<file path="src/iupac_sequence_difference_counter_unit_defines.svh">
// Assertion macros for the IUPAC sequence difference counter.
// Included by the top level; relies on i_clk and i_rst_n in scope.
`ifndef IUPAC_SEQUENCE_DIFFERENCE_COUNTER_UNIT_DEFINES_SVH
`define IUPAC_SEQUENCE_DIFFERENCE_COUNTER_UNIT_DEFINES_SVH

// Same-cycle implication, checked out of reset.
`define ISCD_ASSERT_IMP(lbl, ante, cons, msg) \
    lbl: assert property (@(posedge i_clk) disable iff (!i_rst_n) (ante) |-> (cons)) \
        else $error(msg);

// Next-cycle implication, checked out of reset.
`define ISCD_ASSERT_NXT(lbl, ante, cons, msg) \
    lbl: assert property (@(posedge i_clk) disable iff (!i_rst_n) (ante) |=> (cons)) \
        else $error(msg);

`endif

</file>
<file path="src/iscd_pkg.sv">
// Shared types, constants and the IUPAC decode for the difference counter.
// No dependencies.
package iscd_pkg;

    // Fixed field widths
    localparam int LEN_W  = 24;
    localparam int BYTE_W = 8;
    // Wide enough for a 32-bit counter plus a 24-bit length
    localparam int WIDE_W = 33;

    localparam logic [LEN_W-1:0] OUT_MAX = {LEN_W{1'b1}};

    // Command codes
    localparam logic CMD_PAIR   = 1'b0;
    localparam logic CMD_FINISH = 1'b1;

    // ASCII codes
    localparam logic [BYTE_W-1:0] ASCII_N       = 8'h4E;
    localparam logic [BYTE_W-1:0] ASCII_LOWER_A = 8'h61;
    localparam logic [BYTE_W-1:0] ASCII_LOWER_Z = 8'h7A;
    localparam logic [BYTE_W-1:0] ASCII_CASE    = 8'h20;

    // Queue sizing
    localparam int Q_DEPTH = 2;
    localparam int Q_PTR_W = $clog2(Q_DEPTH);
    localparam int Q_CNT_W = $clog2(Q_DEPTH + 1);

    // Class of a pair beat
    typedef enum logic [1:0] {
        CLS_MATCH,
        CLS_SUB,
        CLS_AMB
    } t_cls;

    // Classified item passed from front to back
    typedef struct packed {
        logic             finish;
        t_cls             cls;
        logic [LEN_W-1:0] shorter;
        logic [LEN_W-1:0] longer;
        logic [LEN_W-1:0] indels;
    } t_item;

    typedef struct packed {
        logic [Q_CNT_W-1:0] count;
    } t_q_status;

    typedef struct packed {
        logic pop;
        logic pop_finish;
        logic counts_zero;
    } t_back_status;

    // IUPAC nucleotide mask, A=1 C=2 G=4 T=8, either case
    function automatic logic [3:0] iupac_mask(input logic [BYTE_W-1:0] b);
        logic [BYTE_W-1:0] c;
        logic [3:0]        m;
        c = b;
        if (c >= ASCII_LOWER_A && c <= ASCII_LOWER_Z) begin
            c = c - ASCII_CASE;
        end
        case (c)
            "A":     m = 4'd1;
            "C":     m = 4'd2;
            "G":     m = 4'd4;
            "T":     m = 4'd8;
            "R":     m = 4'd5;
            "Y":     m = 4'd10;
            "S":     m = 4'd6;
            "W":     m = 4'd9;
            "K":     m = 4'd12;
            "M":     m = 4'd3;
            "B":     m = 4'd14;
            "D":     m = 4'd13;
            "H":     m = 4'd11;
            "V":     m = 4'd7;
            "N":     m = 4'd15;
            default: m = 4'd0;
        endcase
        return m;
    endfunction

endpackage

</file>
<file path="src/iscd_if.sv">
// Valid/ready channel interfaces for the difference counter.
// Depends on iscd_pkg for field widths.
interface iscd_in_if;
    import iscd_pkg::*;
    logic              valid;
    logic              ready;
    logic              command;
    logic [BYTE_W-1:0] base_a;
    logic [BYTE_W-1:0] base_b;
    logic [LEN_W-1:0]  length_a;
    logic [LEN_W-1:0]  length_b;

    modport source (output valid, command, base_a, base_b, length_a, length_b,
                    input ready);
    modport sink   (input valid, command, base_a, base_b, length_a, length_b,
                    output ready);
endinterface

interface iscd_out_if;
    import iscd_pkg::*;
    logic             valid;
    logic             ready;
    logic [LEN_W-1:0] aligned_columns;
    logic [LEN_W-1:0] informative_columns;
    logic [LEN_W-1:0] match_total;
    logic [LEN_W-1:0] substitution_total;
    logic [LEN_W-1:0] indel_total;
    logic [LEN_W-1:0] ambiguous_total;
    logic [LEN_W-1:0] difference_total;

    modport source (output valid, aligned_columns, informative_columns, match_total,
                    substitution_total, indel_total, ambiguous_total, difference_total,
                    input ready);
    modport sink   (input valid, aligned_columns, informative_columns, match_total,
                    substitution_total, indel_total, ambiguous_total, difference_total,
                    output ready);
endinterface

</file>
<file path="src/iupac_sequence_difference_counter_unit.sv">
// IUPAC nucleotide difference counter: usage notes
//
// Input channel i_in carries one beat per aligned position (command = pair,
// base_a/base_b as ASCII bytes) for the first min(length_a, length_b)
// positions, then one finish beat (command = finish) with both lengths.
// Output channel o_out carries one totals beat per finish beat; pair beats
// produce nothing. Counters are LENGTH_BITS wide and saturate; totals clip
// at 24 bits.
//
// Throughput: one beat per cycle on i_in while the queue has room. The front
// end decodes each pair in the accept cycle; a two-entry queue decouples it
// from the counters. A finish beat's totals are registered on o_out at the
// edge on which the back end pops it. A stalled o_out holds the totals; pair
// beats keep flowing into the counters, and only a second finish waits,
// backing the queue up to i_in.
// Reset (synchronous, active low) clears counters, queue and output valid.
//
// Depends on iscd_pkg, iscd_if, iscd_front, iscd_queue, iscd_back and
// iupac_sequence_difference_counter_unit_defines.svh.
module iupac_sequence_difference_counter_unit #(
    parameter int LENGTH_BITS = 24
) (
    input  logic       i_clk,
    input  logic       i_rst_n,
    iscd_in_if.sink    i_in,
    iscd_out_if.source o_out
);
    import iscd_pkg::*;

`include "iupac_sequence_difference_counter_unit_defines.svh"

    logic         push_valid;
    logic         push_ready;
    t_item        push_item;
    logic         pop_valid;
    logic         pop_ready;
    t_item        pop_item;
    t_q_status    q_status;
    t_back_status b_status;

    iscd_front u_front (
        .i_in         (i_in),
        .o_push_valid (push_valid),
        .i_push_ready (push_ready),
        .o_push_item  (push_item)
    );

    iscd_queue u_queue (
        .i_clk        (i_clk),
        .i_rst_n      (i_rst_n),
        .i_push_valid (push_valid),
        .o_push_ready (push_ready),
        .i_push_item  (push_item),
        .o_pop_valid  (pop_valid),
        .i_pop_ready  (pop_ready),
        .o_pop_item   (pop_item),
        .o_status     (q_status)
    );

    iscd_back #(
        .LENGTH_BITS (LENGTH_BITS)
    ) u_back (
        .i_clk       (i_clk),
        .i_rst_n     (i_rst_n),
        .i_pop_valid (pop_valid),
        .o_pop_ready (pop_ready),
        .i_pop_item  (pop_item),
        .o_out       (o_out),
        .o_status    (b_status)
    );

    // Checks
    `ISCD_ASSERT_IMP(a_q_bound, 1'b1, q_status.count <= Q_CNT_W'(Q_DEPTH), "queue overfilled")
    `ISCD_ASSERT_NXT(a_fin_out, b_status.pop_finish, o_out.valid, "finish lost its totals beat")
    `ISCD_ASSERT_NXT(a_fin_clr, b_status.pop_finish, b_status.counts_zero, "counters not cleared")

endmodule

</file>
<file path="src/iscd_front.sv">
// Front end: accepts input beats, decodes IUPAC bytes and orders the lengths.
// Depends on iscd_pkg and iscd_in_if.
module iscd_front (
    iscd_in_if.sink          i_in,
    output logic             o_push_valid,
    input  logic             i_push_ready,
    output iscd_pkg::t_item  o_push_item
);
    import iscd_pkg::*;

    logic [3:0]       mask_a;
    logic [3:0]       mask_b;
    logic             amb;
    logic [LEN_W:0]   diff_ab;
    logic [LEN_W-1:0] diff_ba;
    logic             a_lt_b;

    // Handshake passes straight to the queue
    assign i_in.ready   = i_push_ready;
    assign o_push_valid = i_in.valid;

    // Pair classification
    assign mask_a = iupac_mask(i_in.base_a);
    assign mask_b = iupac_mask(i_in.base_b);
    assign amb    = (i_in.base_a == ASCII_N) || (i_in.base_b == ASCII_N);

    // Length ordering: both differences in parallel, borrow picks one
    assign diff_ab = {1'b0, i_in.length_a} - {1'b0, i_in.length_b};
    assign diff_ba = i_in.length_b - i_in.length_a;
    assign a_lt_b  = diff_ab[LEN_W];

    always_comb begin
        o_push_item.finish  = (i_in.command == CMD_FINISH);
        if (amb) begin
            o_push_item.cls = CLS_AMB;
        end else if ((mask_a & mask_b) != 4'd0) begin
            o_push_item.cls = CLS_MATCH;
        end else begin
            o_push_item.cls = CLS_SUB;
        end
        o_push_item.shorter = a_lt_b ? i_in.length_a : i_in.length_b;
        o_push_item.longer  = a_lt_b ? i_in.length_b : i_in.length_a;
        o_push_item.indels  = a_lt_b ? diff_ba : diff_ab[LEN_W-1:0];
    end

endmodule

</file>
<file path="src/iscd_queue.sv">
// Short FIFO between the front end and the counter back end.
// Depends on iscd_pkg.
module iscd_queue (
    input  logic                i_clk,
    input  logic                i_rst_n,
    input  logic                i_push_valid,
    output logic                o_push_ready,
    input  iscd_pkg::t_item     i_push_item,
    output logic                o_pop_valid,
    input  logic                i_pop_ready,
    output iscd_pkg::t_item     o_pop_item,
    output iscd_pkg::t_q_status o_status
);
    import iscd_pkg::*;

    t_item              r_mem [Q_DEPTH];
    logic [Q_PTR_W-1:0] r_wr_ptr;
    logic [Q_PTR_W-1:0] r_rd_ptr;
    logic [Q_CNT_W-1:0] r_count;
    logic               push;
    logic               pop;

    assign o_push_ready = (r_count != Q_CNT_W'(Q_DEPTH));
    assign o_pop_valid  = (r_count != '0);
    assign push         = i_push_valid && o_push_ready;
    assign pop          = o_pop_valid && i_pop_ready;
    assign o_pop_item   = r_mem[r_rd_ptr];
    assign o_status.count = r_count;

    // Storage, no reset needed
    always_ff @(posedge i_clk) begin
        if (push) begin
            r_mem[r_wr_ptr] <= i_push_item;
        end
    end

    // Pointers and fill count
    always_ff @(posedge i_clk) begin
        if (!i_rst_n) begin
            r_wr_ptr <= '0;
            r_rd_ptr <= '0;
            r_count  <= '0;
        end else begin
            if (push) begin
                r_wr_ptr <= r_wr_ptr + 1'b1;
            end
            if (pop) begin
                r_rd_ptr <= r_rd_ptr + 1'b1;
            end
            case ({push, pop})
                2'b10:   r_count <= r_count + 1'b1;
                2'b01:   r_count <= r_count - 1'b1;
                default: r_count <= r_count;
            endcase
        end
    end

endmodule

</file>
<file path="src/iscd_back.sv">
// Back end: saturating counters and the registered totals beat.
// Depends on iscd_pkg and iscd_out_if.
module iscd_back #(
    parameter int LENGTH_BITS = 24
) (
    input  logic                   i_clk,
    input  logic                   i_rst_n,
    input  logic                   i_pop_valid,
    output logic                   o_pop_ready,
    input  iscd_pkg::t_item        i_pop_item,
    iscd_out_if.source             o_out,
    output iscd_pkg::t_back_status o_status
);
    import iscd_pkg::*;

    logic [LENGTH_BITS-1:0] r_match;
    logic [LENGTH_BITS-1:0] r_sub;
    logic [LENGTH_BITS-1:0] r_amb;
    logic                   r_ovalid;
    logic [LEN_W-1:0]       r_aligned;
    logic [LEN_W-1:0]       r_inform;
    logic [LEN_W-1:0]       r_match_tot;
    logic [LEN_W-1:0]       r_sub_tot;
    logic [LEN_W-1:0]       r_indel_tot;
    logic [LEN_W-1:0]       r_amb_tot;
    logic [LEN_W-1:0]       r_diff_tot;

    logic [WIDE_W-1:0] match_w;
    logic [WIDE_W-1:0] sub_w;
    logic [WIDE_W-1:0] amb_w;
    logic [WIDE_W-1:0] short_w;
    logic [WIDE_W-1:0] indel_w;
    logic [WIDE_W-1:0] inform_w;
    logic [WIDE_W-1:0] diff_w;
    logic              pop;
    logic              pop_finish;
    logic              pop_pair;

    function automatic logic [LEN_W-1:0] clip(input logic [WIDE_W-1:0] v);
        return (v > {{(WIDE_W-LEN_W){1'b0}}, OUT_MAX}) ? OUT_MAX : v[LEN_W-1:0];
    endfunction

    // Pairs never wait; a finish waits for the output register to free up
    assign o_pop_ready = !i_pop_item.finish || !r_ovalid || o_out.ready;
    assign pop         = i_pop_valid && o_pop_ready;
    assign pop_finish  = pop && i_pop_item.finish;
    assign pop_pair    = pop && !i_pop_item.finish;

    // Totals arithmetic
    assign match_w  = {{(WIDE_W-LENGTH_BITS){1'b0}}, r_match};
    assign sub_w    = {{(WIDE_W-LENGTH_BITS){1'b0}}, r_sub};
    assign amb_w    = {{(WIDE_W-LENGTH_BITS){1'b0}}, r_amb};
    assign short_w  = {{(WIDE_W-LEN_W){1'b0}}, i_pop_item.shorter};
    assign indel_w  = {{(WIDE_W-LEN_W){1'b0}}, i_pop_item.indels};
    assign inform_w = (short_w > amb_w) ? (short_w - amb_w) : '0;
    assign diff_w   = sub_w + indel_w;

    // Saturating counters, cleared by a finish
    always_ff @(posedge i_clk) begin
        if (!i_rst_n) begin
            r_match <= '0;
            r_sub   <= '0;
            r_amb   <= '0;
        end else if (pop_finish) begin
            r_match <= '0;
            r_sub   <= '0;
            r_amb   <= '0;
        end else if (pop_pair) begin
            case (i_pop_item.cls)
                CLS_MATCH: r_match <= (&r_match) ? r_match : r_match + 1'b1;
                CLS_SUB:   r_sub   <= (&r_sub)   ? r_sub   : r_sub + 1'b1;
                CLS_AMB:   r_amb   <= (&r_amb)   ? r_amb   : r_amb + 1'b1;
                default:   r_match <= r_match;
            endcase
        end
    end

    // Output valid
    always_ff @(posedge i_clk) begin
        if (!i_rst_n) begin
            r_ovalid <= 1'b0;
        end else if (pop_finish) begin
            r_ovalid <= 1'b1;
        end else if (o_out.ready) begin
            r_ovalid <= 1'b0;
        end
    end

    // Output payload
    always_ff @(posedge i_clk) begin
        if (pop_finish) begin
            r_aligned   <= i_pop_item.longer;
            r_inform    <= clip(inform_w);
            r_match_tot <= clip(match_w);
            r_sub_tot   <= clip(sub_w);
            r_indel_tot <= i_pop_item.indels;
            r_amb_tot   <= clip(amb_w);
            r_diff_tot  <= clip(diff_w);
        end
    end

    assign o_out.valid               = r_ovalid;
    assign o_out.aligned_columns     = r_aligned;
    assign o_out.informative_columns = r_inform;
    assign o_out.match_total         = r_match_tot;
    assign o_out.substitution_total  = r_sub_tot;
    assign o_out.indel_total         = r_indel_tot;
    assign o_out.ambiguous_total     = r_amb_tot;
    assign o_out.difference_total    = r_diff_tot;

    assign o_status.pop         = pop;
    assign o_status.pop_finish  = pop_finish;
    assign o_status.counts_zero = (r_match == '0) && (r_sub == '0) && (r_amb == '0);

endmodule
</file>
<file path="src/flat_wrapper.sv">
// flat-port wrapper written by rule: the top's interface ports become plain ports
module iupac_sequence_difference_counter_unit_flat import iscd_pkg::*;
#(
    parameter int LENGTH_BITS = 24
)
  (i_clk, i_rst_n, i_in_valid, i_in_command, i_in_base_a, i_in_base_b, i_in_length_a, i_in_length_b, i_in_ready, o_out_valid, o_out_aligned_columns, o_out_informative_columns, o_out_match_total, o_out_substitution_total, o_out_indel_total, o_out_ambiguous_total, o_out_difference_total, o_out_ready);
  iscd_in_if i_in_i ();
  iscd_out_if o_out_i ();
  input  logic i_clk;
  input  logic i_rst_n;
  input wire logic [$bits(i_in_i.valid)-1:0] i_in_valid;
  input wire logic [$bits(i_in_i.command)-1:0] i_in_command;
  input wire logic [$bits(i_in_i.base_a)-1:0] i_in_base_a;
  input wire logic [$bits(i_in_i.base_b)-1:0] i_in_base_b;
  input wire logic [$bits(i_in_i.length_a)-1:0] i_in_length_a;
  input wire logic [$bits(i_in_i.length_b)-1:0] i_in_length_b;
  output wire logic [$bits(i_in_i.ready)-1:0] i_in_ready;
  output wire logic [$bits(o_out_i.valid)-1:0] o_out_valid;
  output wire logic [$bits(o_out_i.aligned_columns)-1:0] o_out_aligned_columns;
  output wire logic [$bits(o_out_i.informative_columns)-1:0] o_out_informative_columns;
  output wire logic [$bits(o_out_i.match_total)-1:0] o_out_match_total;
  output wire logic [$bits(o_out_i.substitution_total)-1:0] o_out_substitution_total;
  output wire logic [$bits(o_out_i.indel_total)-1:0] o_out_indel_total;
  output wire logic [$bits(o_out_i.ambiguous_total)-1:0] o_out_ambiguous_total;
  output wire logic [$bits(o_out_i.difference_total)-1:0] o_out_difference_total;
  input wire logic [$bits(o_out_i.ready)-1:0] o_out_ready;
  assign i_in_i.valid = i_in_valid;
  assign i_in_i.command = i_in_command;
  assign i_in_i.base_a = i_in_base_a;
  assign i_in_i.base_b = i_in_base_b;
  assign i_in_i.length_a = i_in_length_a;
  assign i_in_i.length_b = i_in_length_b;
  assign i_in_ready = i_in_i.ready;
  assign o_out_valid = o_out_i.valid;
  assign o_out_aligned_columns = o_out_i.aligned_columns;
  assign o_out_informative_columns = o_out_i.informative_columns;
  assign o_out_match_total = o_out_i.match_total;
  assign o_out_substitution_total = o_out_i.substitution_total;
  assign o_out_indel_total = o_out_i.indel_total;
  assign o_out_ambiguous_total = o_out_i.ambiguous_total;
  assign o_out_difference_total = o_out_i.difference_total;
  assign o_out_i.ready = o_out_ready;
  iupac_sequence_difference_counter_unit #(.LENGTH_BITS(LENGTH_BITS)) u_core (.i_clk(i_clk), .i_rst_n(i_rst_n), .i_in(i_in_i), .o_out(o_out_i));
endmodule
</file>
<file path="config.mk">
export PLATFORM = sky130hd
export DESIGN_NAME = iupac_sequence_difference_counter_unit_flat
export DESIGN_NICKNAME = d
export VERILOG_FILES = /design/src/iscd_pkg.sv /design/src/iscd_if.sv /design/src/iupac_sequence_difference_counter_unit.sv /design/src/iscd_front.sv /design/src/iscd_queue.sv /design/src/iscd_back.sv /design/src/flat_wrapper.sv
export VERILOG_INCLUDE_DIRS = /design/src /design/src/src
export SDC_FILE = /design/constraint.sdc
export NUM_CORES = 1
export LEC_CHECK = 0
export BUFFER_PORTS_ARGS = -buffer_cell sky130_fd_sc_hd__buf_2
export CELL_PAD_IN_SITES_DETAIL_PLACEMENT = 0
export CELL_PAD_IN_SITES_GLOBAL_PLACEMENT = 1
export CORE_ASPECT_RATIO = 0.8
export CORE_MARGIN = 2
export CORE_UTILIZATION = 40
export DETAILED_ROUTE_END_ITERATION = 8
export PLACE_DENSITY = 0.7
export SKIP_LAST_GASP = 1
export SLEW_MARGIN = 40
export SYNTH_ARGS = -nofsm -noshare
export SYNTH_HDL_FRONTEND = slang
export SYNTH_SLANG_ARGS = --single-unit
export TNS_END_PERCENT = 100
</file>
<file path="constraint.sdc">
create_clock -name i_clk -period 9.4 [get_ports i_clk]
set_input_delay 0.47 -clock i_clk [delete_from_list [all_inputs] [get_ports i_clk]]
set_output_delay 0.47 -clock i_clk [all_outputs]
set_load 0.01 [all_outputs]
</file>
==> flow_summary_export.csv <==
group,metric,value,unit
die,chipHeight,204.7,microns
clocking,clk_pin_slew,0.06,ns
detailed_routing,drt-total-wl,50140,microns
sta,layout_min_cycle_time,4.676,ns
placement,place_inst,2598,
placement,pre_cts_slack,4.748,ns
sta,rsz0062_at_grt,"false",
detailed_routing,ant_nets,0,
final_layout,synthToLayoutAreaGrowth,15.20,%
sta,finalClockSkew,0.02771,ns
global_route,grt_max_degree,102,
detailed_routing,avgRoutedWirePerCell,18.74,microns
detailed_routing,first_pass_iters,7,
die,rows,73,
sta,finalSetupTns,0,ns
clocking,cts_hold_buf,0,
final_layout,nFillCells,4664,
placement,dpl.hpwl,36900,microns
synth,synth_cell_types,81,
clocking,tritoncts,"yes",
final_layout,regArea,11110,sq um
sta,fin_ws,4.724,ns
detailed_routing,vias,13970,
setup_path,start_kind,"flip-flop",
sta,fmax,0.2138,GHz
final_layout,multi_input_area,8204,sq um
detailed_routing,via_per_inst,5.224,
setup_path,crit_arrival,4.98,ns
synth,ys_async_sr_fraction,0,%
synth,synth-edff-count,318,
clocking,clk_latency,0.59,ns
placement,port_buffers,238,
setup_path,critPathSlowestCell,"dfxtp_4",
clocking,clkSinkCount,396,
die,pin_count,239,
synth,ys_top_cells_by_area,"edfxtp_1 (47%), dfxtp_1 (7.8%), ha_1 (6.3%), mux2_2 (4.0%), xnor2_1 (3.2%)",
final_layout,final_util,46.70,%
global_route,antenna_found_initial,0,
clocking,numCtsBuffers,42,
final_layout,fin_cells,2675,
setup_path,cp_cell_sequence,"buf_4 -> mux2_2 -> ha_1 -> inv_1 -> fa_1 -> nor2b_1 -> o21a_1 -> o21ai_1 -> a21oi_1 -> o2111ai_1 -> nand2_1 -> a221o_1 -> a221oi_2 -> buf_4 -> o21ai_0",
clocking,cts.path.max_buffers,3,
final_layout,drive_gt1_share,20.55,%
synth,synthFlopType,"edfxtp_1",
die,die_w,254.9,microns
sta,worst_pin_slew,0.8170,ns
setup_path,cpPeakStageDelay,0.75,ns
final_layout,diodes,0,
flow_run,maxCapViolations,0,
placement,gp_congestion,0.8818,
die,start_util,40.53,%
clocking,htree_num_levels,2,
detailed_routing,drt_iter0_drc,928,
synth,syn_area_per_cell,11.15,sq um
clocking,root_buffer,"clkbuf_16",
clocking,post_cts_resized,0,
pwr,power_leakage,8.870,nW
global_route,grt_pass1_vias,12990,
sta,hold_viol_final,0,
detailed_routing,route.detailed.drc,0,
die,coreArea,49690,sq um
global_route,overflow,0,
synth,yosys_warnings,0,
sta,max_slew_margin,45.53,%
pwr,power_density,247.0,nW/um^2
synth,synth_area_leader_cell,"edfxtp_1",
setup_path,cp_max_fo,43,
global_route,grt_usage,18.86,%
setup_path,cpMostUsedCell,"buf_4",
sta,finalCritPeriodShare,49.75,%
clocking,post_cts_buffers,0,
sta,drv_slew,0,
pwr,irDropWorstVdd,0.1046,mV
worst_hold_path,hold_class,"input port to flip-flop",
setup_path,cp_data_required_time,9.70,ns
setup_path,crit_path_end_kind,"flip-flop",
die,die-area,52170,sq um
synth,synthCells,1806,
run_status,status,"completed",
synth,yosysTopAreaCellShare,47.41,%
setup_path,critPathKind,"flip-flop to flip-flop",
global_route,grt_pass1_wl,75270,microns
pwr,p_total,5.731,mW
final_layout,nNetsFinal,2142,
synth,seq_area_frac_synth,55.17,%
sta,setup_violations,0,
synth,mappedNetlistArea,20140,sq um
synth,syn_nets,1981,
synth,ys_ff_latch,396,
[path summary, 6_finish.rpt]
check	cells after the start	slack [ns]	start	to
worst max-delay path	15	4.72	flip-flop	u_core.u_back.o_out.difference_total[7]
worst min-delay path	1	0.09	i_in_command	u_core.u_queue.r_mem[1][74]
worst max register to register	15	4.72	flip-flop	u_core.u_back.o_out.difference_total[7]
worst min register to register	0	0.44	u_core.u_back.r_match[20]	u_core.u_back.o_out.match_total[20]
[through the flow]
stage               hold slack, ns  cell area, sq um
global route               0.06121             23200
floorplan                   0.4653             20140
detailed placement          0.4273             21830
CTS                        0.04725             23190
finish                     0.08600             23200
global placement            0.4174             21790
[flip-flops by register name, summed over array words and instances (netlist names), named ones only]
register	flops
u_core.u_back.o_out.aligned_columns	24
u_core.u_back.o_out.ambiguous_total	24
u_core.u_back.o_out.difference_total	24
u_core.u_back.o_out.indel_total	24
u_core.u_back.o_out.informative_columns	24
u_core.u_back.o_out.match_total	24
u_core.u_back.o_out.substitution_total	24
u_core.u_back.o_out.valid	1
u_core.u_back.r_amb	24
u_core.u_back.r_match	24
u_core.u_back.r_sub	24
u_core.u_queue.o_status	2
u_core.u_queue.r_mem	150
u_core.u_queue.r_rd_ptr	1
u_core.u_queue.r_wr_ptr	1
[critical path: cells and delay by family, from the launching register on]
family | cells | cell delay, ns
AO/OA/AOI/OAI | 7 | 1.64
adder cells (fa/ha/maj) | 2 | 0.38
multiplexers | 1 | 0.42
AND/OR/NAND/NOR | 2 | 0.21
flip-flops | 1 | 0.75
buffers and inverters | 3 | 0.93
[layer usage]
layer / share of wire, % / GRT usage [%] / vias up / wire length, microns
met5: 0 / 0 / - / 0
met4: 1.8 / 4.845 / 0 / 890
met3: 5.1 / 3.380 / 59 / 2572
met2: 44 / 28.52 / 325 / 22070
met1: 49 / 27.82 / 6803 / 24610
li1: - / - / 6787 / -
[logic make-up after synthesis]
kind of cell | count (synthesis) | share of synthesized area (%)
AOI/OAI and AO/OA | 390 | 12.25
xor gates and xnor gates | 119 | 5.175
adders and majority gates | 107 | 6.784
buffers and inverters | 237 | 4.492
DFF | 396 | 55.17
muxes | 84 | 4.634
and+or+nand+nor | 473 | 11.50
[cell usage after synthesis, types with 4 or more instances]
| library cell | instances |
|---|---|
| a211oi_1 | 21 |
| a21o_1 | 35 |
| a21oi_1 | 101 |
| a31oi_1 | 10 |
| a32oi_1 | 4 |
| and2_1 | 10 |
| and3_1 | 24 |
| and4_1 | 11 |
| buf_2 | 12 |
| clkbuf_1 | 117 |
| dfxtp_1 | 78 |
| edfxtp_1 | 318 |
| fa_1 | 4 |
| ha_1 | 102 |
| inv_1 | 105 |
| mux2_2 | 71 |
| mux2i_1 | 12 |
| nand2_1 | 141 |
| nand2b_1 | 18 |
| nand3_1 | 33 |
| nand4_1 | 17 |
| nor2_1 | 128 |
| nor2b_1 | 19 |
| nor3_1 | 20 |
| nor3b_1 | 7 |
| nor4_1 | 4 |
| o2111ai_1 | 4 |
| o211ai_1 | 10 |
| o21a_1 | 21 |
| o21ai_0 | 114 |
| o21ai_1 | 7 |
| o21bai_1 | 11 |
| o31ai_1 | 6 |
| or3_1 | 17 |
| xnor2_1 | 74 |
| xor2_1 | 45 |
[where the power goes]
part	leakage [nW]	switching, mW	internal, mW
sequential	3.61	0.120	2.36
clock	0.652	0.692	0.962
combinational	4.61	0.979	0.620
[placed cells by master (no fill, tap or decap), types with 7 or more instances in the layout]
cell | Yosys | routed
and4_1 | 11 | 11
or3_1 | 17 | 17
nand4_1 | 17 | 17
o211ai_1 | 10 | 10
a21oi_1 | 101 | 101
nor2b_1 | 19 | 19
a211oi_1 | 21 | 20
nand2b_1 | 18 | 18
o21bai_1 | 11 | 11
and2_1 | 10 | 10
clkbuf_1 | 117 | 13
nor2_1 | 128 | 126
and3_1 | 24 | 23
buf_2 | 12 | 238
a31oi_1 | 10 | 10
mux2_2 | 71 | 71
mux2i_1 | 12 | 12
dfxtp_1 | 78 | 77
nor3b_1 | 7 | 7
xor2_1 | 45 | 45
nor3_1 | 20 | 20
a21o_1 | 35 | 35
clkbuf_16 | 0 | 42
o21a_1 | 21 | 21
o21ai_0 | 114 | 114
nand2_1 | 141 | 141
nand3_1 | 33 | 33
xnor2_1 | 74 | 74
edfxtp_1 | 318 | 318
ha_1 | 102 | 102
inv_1 | 105 | 105
[layout make-up]
class / instances / share of cell area [%]
sequential: 396 / 47.90
clock buffer: 58 / 4.918
tap: 675 / 3.640
clock inverter: 19 / 0.9113
multi-input combinational: 1173 / 35.36
inverter: 105 / 1.699
timing repair buffer: 249 / 5.571
(Power assumes the default switching activity.)
